## src/rtl/core/rfft_pkg.sv

```systemverilog
package rfft_pkg;

  // back-end sequencer states
  typedef enum logic [2:0] {
    ST_LOAD,
    ST_FILL,
    ST_UNTANGLE,
    ST_BFLY,
    ST_OUT
  } seq_state_t;

  // micro-step within one butterfly, untangle or output step
  typedef enum logic [2:0] {
    PH_ISSUE,
    PH_FETCH,
    PH_MULT,
    PH_SUM,
    PH_WRA,
    PH_WRB
  } phase_t;

  // classification of one queued input beat
  typedef struct packed {
    logic inv;   // frame is an inverse transform
    logic keep;  // beat fits in the frame and is stored
    logic fin;   // last beat of the frame
  } item_ctrl_t;

  // sin(pi*k/32) scaled by 2^23, k = 0..16
  localparam int QSINE [17] = '{
    0, 822227, 1636536, 2435084, 3210181, 3954362, 4660461, 5321677,
    5931642, 6484482, 6974873, 7398092, 7750063, 8027397, 8227423, 8348215,
    8388608
  };

endpackage

```

## src/rtl/core/rfft_front.sv

```systemverilog
module rfft_front #(
  parameter int W    = 24,
  parameter int HALF = 32,
  parameter int IW   = 6
) (
  input  logic                      clk,
  input  logic                      rst,
  input  logic                      in_valid,
  output logic                      in_ready,
  input  logic                      kind,
  input  logic signed [W-1:0]       first_value,
  input  logic signed [W-1:0]       second_value,
  input  logic                      frame_end,
  output logic                      q_valid,
  input  logic                      q_ready,
  output rfft_pkg::item_ctrl_t      q_ctrl,
  output logic [IW-1:0]             q_idx,
  output logic signed [W-1:0]       q_first,
  output logic signed [W-1:0]       q_second
);
  import rfft_pkg::*;

  localparam int QD = 4;
  localparam int QA = 2;

  logic [IW-1:0]   cnt;
  logic            dir;
  logic            dir_eff;
  logic            keep;
  logic            push;
  logic            pop;
  logic [QA-1:0]   wp;
  logic [QA-1:0]   rp;
  logic [QA:0]     fill;

  item_ctrl_t        qc_mem [QD];
  logic [IW-1:0]     qi_mem [QD];
  logic signed [W-1:0] qf_mem [QD];
  logic signed [W-1:0] qs_mem [QD];

  // classify the beat: direction from the first beat, drop past capacity
  always_comb begin
    dir_eff = (cnt == IW'(0)) ? kind : dir;
    keep    = cnt < (dir_eff ? IW'(HALF + 1) : IW'(HALF));
  end

  assign in_ready = (fill != (QA + 1)'(QD));
  assign q_valid  = (fill != (QA + 1)'(0));
  assign push     = in_valid && in_ready;
  assign pop      = q_valid && q_ready;

  // frame position and queue pointers
  always_ff @(posedge clk) begin
    if (rst) begin
      cnt  <= '0;
      dir  <= 1'b0;
      wp   <= '0;
      rp   <= '0;
      fill <= '0;
    end else begin
      if (push) begin
        dir <= dir_eff;
        if (frame_end) begin
          cnt <= '0;
        end else if (keep) begin
          cnt <= cnt + IW'(1);
        end
        wp <= wp + QA'(1);
      end
      if (pop) begin
        rp <= rp + QA'(1);
      end
      if (push && !pop) begin
        fill <= fill + (QA + 1)'(1);
      end else if (!push && pop) begin
        fill <= fill - (QA + 1)'(1);
      end
    end
  end

  // queue storage
  always_ff @(posedge clk) begin
    if (push) begin
      qc_mem[wp] <= '{inv: dir_eff, keep: keep, fin: frame_end};
      qi_mem[wp] <= cnt;
      qf_mem[wp] <= first_value;
      qs_mem[wp] <= second_value;
    end
  end

  assign q_ctrl   = qc_mem[rp];
  assign q_idx    = qi_mem[rp];
  assign q_first  = qf_mem[rp];
  assign q_second = qs_mem[rp];

endmodule

```

## config.mk

```make
export PLATFORM = sky130hd
export DESIGN_NAME = rfft_front
export DESIGN_NICKNAME = d
export VERILOG_FILES = /design/src/rtl/core/rfft_pkg.sv /design/src/rtl/core/rfft_front.sv
export SDC_FILE = /design/constraint.sdc
export NUM_CORES = 1
export LEC_CHECK = 0
export BUFFER_PORTS_ARGS = -buffer_cell sky130_fd_sc_hd__buf_2
export CAP_MARGIN = 10
export CORE_ASPECT_RATIO = 0.7
export CORE_MARGIN = 3
export CORE_UTILIZATION = 40
export DETAILED_ROUTE_END_ITERATION = 10
export PLACE_DENSITY_LB_ADDON = 0.05
export SLEW_MARGIN = 20
export SYNTH_ARGS = -nofsm -noshare
export SYNTH_HDL_FRONTEND = slang
export SYNTH_SLANG_ARGS = --single-unit
```

## constraint.sdc

```tcl
create_clock -name clk -period 4 [get_ports clk]
set_clock_uncertainty 0.15 [all_clocks]
set_input_delay 0.8 -clock clk [delete_from_list [all_inputs] [get_ports clk]]
set_output_delay 0.8 -clock clk [all_outputs]
set_load 0.01 [all_outputs]
```

* Yosys cells after proc, flatten, opt, wreduce, memory -nomap -nowiden
Memory sizes are Yosys's and may differ from the RTL's. A register that Yosys moved wholly into a read port is not among the register bits.
Cells that the tools add are included.
** Storage, ports and cells
- Logic and storage cells :: 43
- Output and inout bits :: 59
- Bits of input ports :: 54
- Memories kept :: 4
- Register bits after elaboration :: 14
- Bits in latches :: 0
- Bits in read-only memories :: 0
- Memory bits (writable) :: 228
** Cells by class
- Mux-type cells :: 16
- Bitwise operators :: 0
- $mul :: 0
- Add/sub/neg operators :: 5
- Shift operators :: 0
- Divide/modulo/power cells :: 0
- Equality and inequality tests :: 1
- Magnitude comparators :: 1
- Reductions and logical operators :: 11
** Memory list
- qf_mem :: depth 4, width 24, rd ports 1, clocked after Yosys merged registers in 1, wr ports 1, RTL line rfft_front.sv:38 : logic signed [W-1:0] qf_mem [QD];
- qs_mem :: depth 4, width 24, rd ports 1, clocked after Yosys merged registers in 1, wr ports 1, RTL line rfft_front.sv:39 : logic signed [W-1:0] qs_mem [QD];
- qi_mem :: depth 4, width 6, rd ports 1, clocked after Yosys merged registers in 1, wr ports 1, RTL line rfft_front.sv:37 : logic [IW-1:0] qi_mem [QD];
- qc_mem :: depth 4, width 3, rd ports 1, clocked after Yosys merged registers in 1, wr ports 1, RTL line rfft_front.sv:36 : item_ctrl_t qc_mem [QD];
** Operator list (number)
- 2-bit two-way mux :: 8
- 6-bit two-way mux :: 2
- 6-bit by 1-bit adder with 6-bit output, second input constant :: 1
- 6-bit zero test :: 1
- 6-bit < comparator :: 1
- 3-bit two-way mux :: 2
- 2-bit by 1-bit adder with 2-bit output, second input constant :: 2
- 1-bit logical AND :: 4
- 1-bit two-way mux :: 4
- 2-bit nonzero test :: 2
- 3-bit by 1-bit adder with 3-bit output, second input constant :: 1
- 3-bit != test, second input constant :: 1
- 3-bit nonzero test :: 1
- 3-bit by 1-bit subtractor with 3-bit output, second input constant :: 1
- 1-bit zero test :: 2
- 2-bit AND reduction :: 1

* Longest topological paths before layout
- Word-level depth :: 6
- Mapped depth :: 10
- Mapped depth without buffers :: 9

* Worst setup path after synthesis
No wires, ideal clock.
- Path type :: input port to flip-flop
- Start point :: input port in_valid
- End point :: memory qc_mem[3][0] in the netlist's numbering, enable pin
- Arrival :: 2.197 ns
- Stages on the path :: 1
- Path buffers :: 0
- Setup time :: 0.421 ns
- Slack :: 1.232 ns
- Cells stage by stage :: and3_1
** Between the ends
- Cells in the longest elaborated chain, start to end :: 3
** Ends and longest elaborated chain
- start: declaration :: RTL line rfft_front.sv:8 : input logic in_valid,
- 1-bit logical AND :: RTL line rfft_front.sv:49 : assign push = in_valid && in_ready;
- 1-bit two-way mux :: RTL line rfft_front.sv:83 : if (push) begin
- 1-bit two-way mux (not written as such) :: RTL line rfft_front.sv:84 : qc_mem[wp] <= '{inv: dir_eff, keep: keep, fin: frame_end};
- end: declaration :: RTL line rfft_front.sv:36
No other way between the ends.

==> summary.txt <==
Yosys
  • EDFF count, synth: 228
  • Ys flop type: edfxtp_1
  • Post-Syn Area: 0.00905 mm²
  • Mapped Avg Cell Area: 22.9 µm²
  • Post-synth top area cell: edfxtp_1
  • Syn. warnings: 0
  • Top cell type's share of synthesized area: 0.756
  • Most common cell in the netlist: edfxtp_1
  • Post-synth ARST share: 0
  • Synth cell types: 36
  • Syn_nets: 457
  • Synth area leaders: edfxtp_1 (76%), mux4_2 (14%), dfxtp_1 (3.5%), ha_1 (0.97%), nor2_1 (0.41%)
  • Register area share after synthesis: 0.792
  • Flops & latches, synth: 244
  • Post-synth top cells: edfxtp_1 (228), mux4_2 (57), dfxtp_1 (16)
  • Gate Count Post-Synth: 395

GRT
  • GRT Total Usage: 0.145
  • First-pass GRT wire length: 27100 µm
  • Aggregate global routing overflow: 0
  • Initial antenna violation count: 2
  • Largest net degree at the start of global routing: 33
  • Vias in the first global route: 4550

Timing
  • Unrepaired setup endpoints after global routing: no
  • Final period util: 0.816
  • Post-route minimum period: 3260 ps
  • Rel. slew slack: 0.495
  • Slew Limit Fails: 0
  • Final setup vio count: 0
  • Hold Fails Final Rpt: 0
  • Post-Route Setup TNS: 0 ps
  • Least-Margin Pin Slew: 757 ps
  • Fmax: 306 MHz
  • Final setup margin: 735 ps

Place
  • Number of port buffers: 112
  • HPWL after DPL: 10300 µm
  • Gp weighted congestion: 0.730
  • Dpl ws: 1200 ps

Clock network
  • Post-CTS setup buffers: 0
  • CTS tree: done
  • CTS resizes: 0
  • Skew-Pair Late Insertion Delay: 510 ps
  • Clock-pin slew on the worst setup and hold paths: 60 ps
  • CTS sink count: 244
  • Hold buffers post-CTS: 0
  • H-tree depth: 1
  • Clock Path Buffers: 3
  • Total CTS buffers: 24
  • CTS root buf: clkbuf_16

Cells and area
  • Share of layout cells above drive strength 1: 0.402
  • Multi-input gate area: 0.00177 mm²
  • # diodes: 0
  • P&R area growth vs syn: 18.4%
  • Register area: 0.00717 mm²
  • Fillers: 1825
  • Nets: 590

Power and ir drop
  • Logic pwr share: 0.213
  • Share of power burned in the clock network: 0.307
  • Net Sw Power: 1800 µW
  • Sw Ratio: 0.265
  • Internal power: 5000 µW
  • Maximum vdd drop: 308 µV
  • Pwr dens: 634 mW/mm²
  • Sequential fraction of design power: 0.480
  • Pleak: 0.00359 µW

Run
  • Max-cap violations: 0

Setup path
  • Critical path arrival: 2310 ps
  • Critical Path Sink Type: output port
  • Crit-path max FO: 23
  • Worst Path Class, Setup: reg -> out
  • Required @ worst endpoint: 3050 ps
  • Critical path startpoint category: register

Die
  • Die ar.: 0.0245 mm²
  • I/O pins: 113
  • Rows: 45
  • Initial Util: 0.412
  • Die width: 186 µm
  • Die span in y: 132 µm
  • Core ar.: 0.0220 mm²

Routing
  • Drt first pass iters: 4
  • Residual DRC: 0
  • Antenna Nets Post-Route: 0
  • Vias per inst: 5.19
  • Via Count: 4289
  • DR WL/cell: 21.3 µm
  • Initial DRC count: 254
  • Final wirelength: 17600 µm

Run status
  • Status: completed

Min path
  • Hold WC Path Type: in -> reg
[registers in the layout, summed over array words and instances, names as in the netlist, named ones only]
register	flops
wp	2
dir	1
rp	2
qf_mem	96
qs_mem	96
qi_mem	24
qc_mem	12
fill	3
cnt	6
[worst max-delay path, stage by stage, from the launching register on]
cell     delay [ps]
dfxtp_2         800
buf_4           430
mux4_2          390
buf_2           170
[layer usage]
layer	track usage	vias to the layer above	wire length [µm]
met5	0	-	15
met4	0.0306	4	324
met3	0.0422	29	1140
met2	0.219	115	7860
met1	0.213	2222	8240
li1	-	1919	-
[power groups by stage]
stage	logic [µW]	clock network [µW]	registers, µW
finish	1450	2090	3260
global route	1580	2290	3300
CTS	1490	2170	3270
detailed placement	1490	0	3330
global placement	1480	0	3320
floorplan	1010	0	3210
[through the flow]
stage,total power [µW],hold slack (ps),instance area [µm²],util,std cells
4_1_cts,6940,319,10700,0.488,827
3_5_place_dp,4820,350,10000,0.455,784
3_3_place_gp,4800,327,10000,0.455,784
6_report,6800,351,10700,0.488,827
5_1_grt,7180,328,10700,0.488,827
2_1_floorplan,4230,311,9050,-,395
[kinds of logic (layout without fill, tap and decap cells)]
group / count (synthesis) / after routing / share of synthesized area
AO/OA/AOI/OAI: 16 / 16 / 0.0108
adder cells (fa/ha/maj): 8 / 8 / 0.0119
multiplexers: 60 / 60 / 0.145
flip-flops: 244 / 244 / 0.792
AND/OR/NAND/NOR: 37 / 37 / 0.0224
buffers and inverters: 25 / 175 / 0.0133
XOR/XNOR: 5 / 5 / 0.00484
[cell usage in the layout (no fill, tap or decap), types with 5 or more instances in the layout]
| cell type | n |
|---|---|
| mux4_2 | 57 |
| buf_2 | 112 |
| nand2_1 | 5 |
| clkinv_1 | 10 |
| dfxtp_1 | 14 |
| inv_1 | 8 |
| a21oi_1 | 6 |
| nor2_1 | 10 |
| clkbuf_16 | 25 |
| buf_4 | 9 |
| edfxtp_1 | 228 |
| ha_1 | 7 |
[path summary, 6_finish.rpt]
| kind | start | cells past startpoint | slack (ps) | endpoint |
|---|---|---|---|---|
| worst max register to register | fill[0] | 9 | 1490 | fill[2] |
| worst min-delay path | second_value[1] | 1 | 350 | qs_mem[2][1] |
| worst min register to register | wp[1] | 2 | 360 | wp[1] |
| worst max-delay path | register | 3 | 740 | q_second[23] |
[cell type report]
class / count / share of cell area
Timing Repair Buffer: 123 / 0.0623
Multi-Input combinational cell: 126 / 0.165
Clock inverter: 14 / 0.00793
Sequential cell: 244 / 0.669
Clock buffer: 29 / 0.0597
Inverter: 9 / 0.00315
Tap cell: 282 / 0.0329
Power figures use the tool's default switching activity.
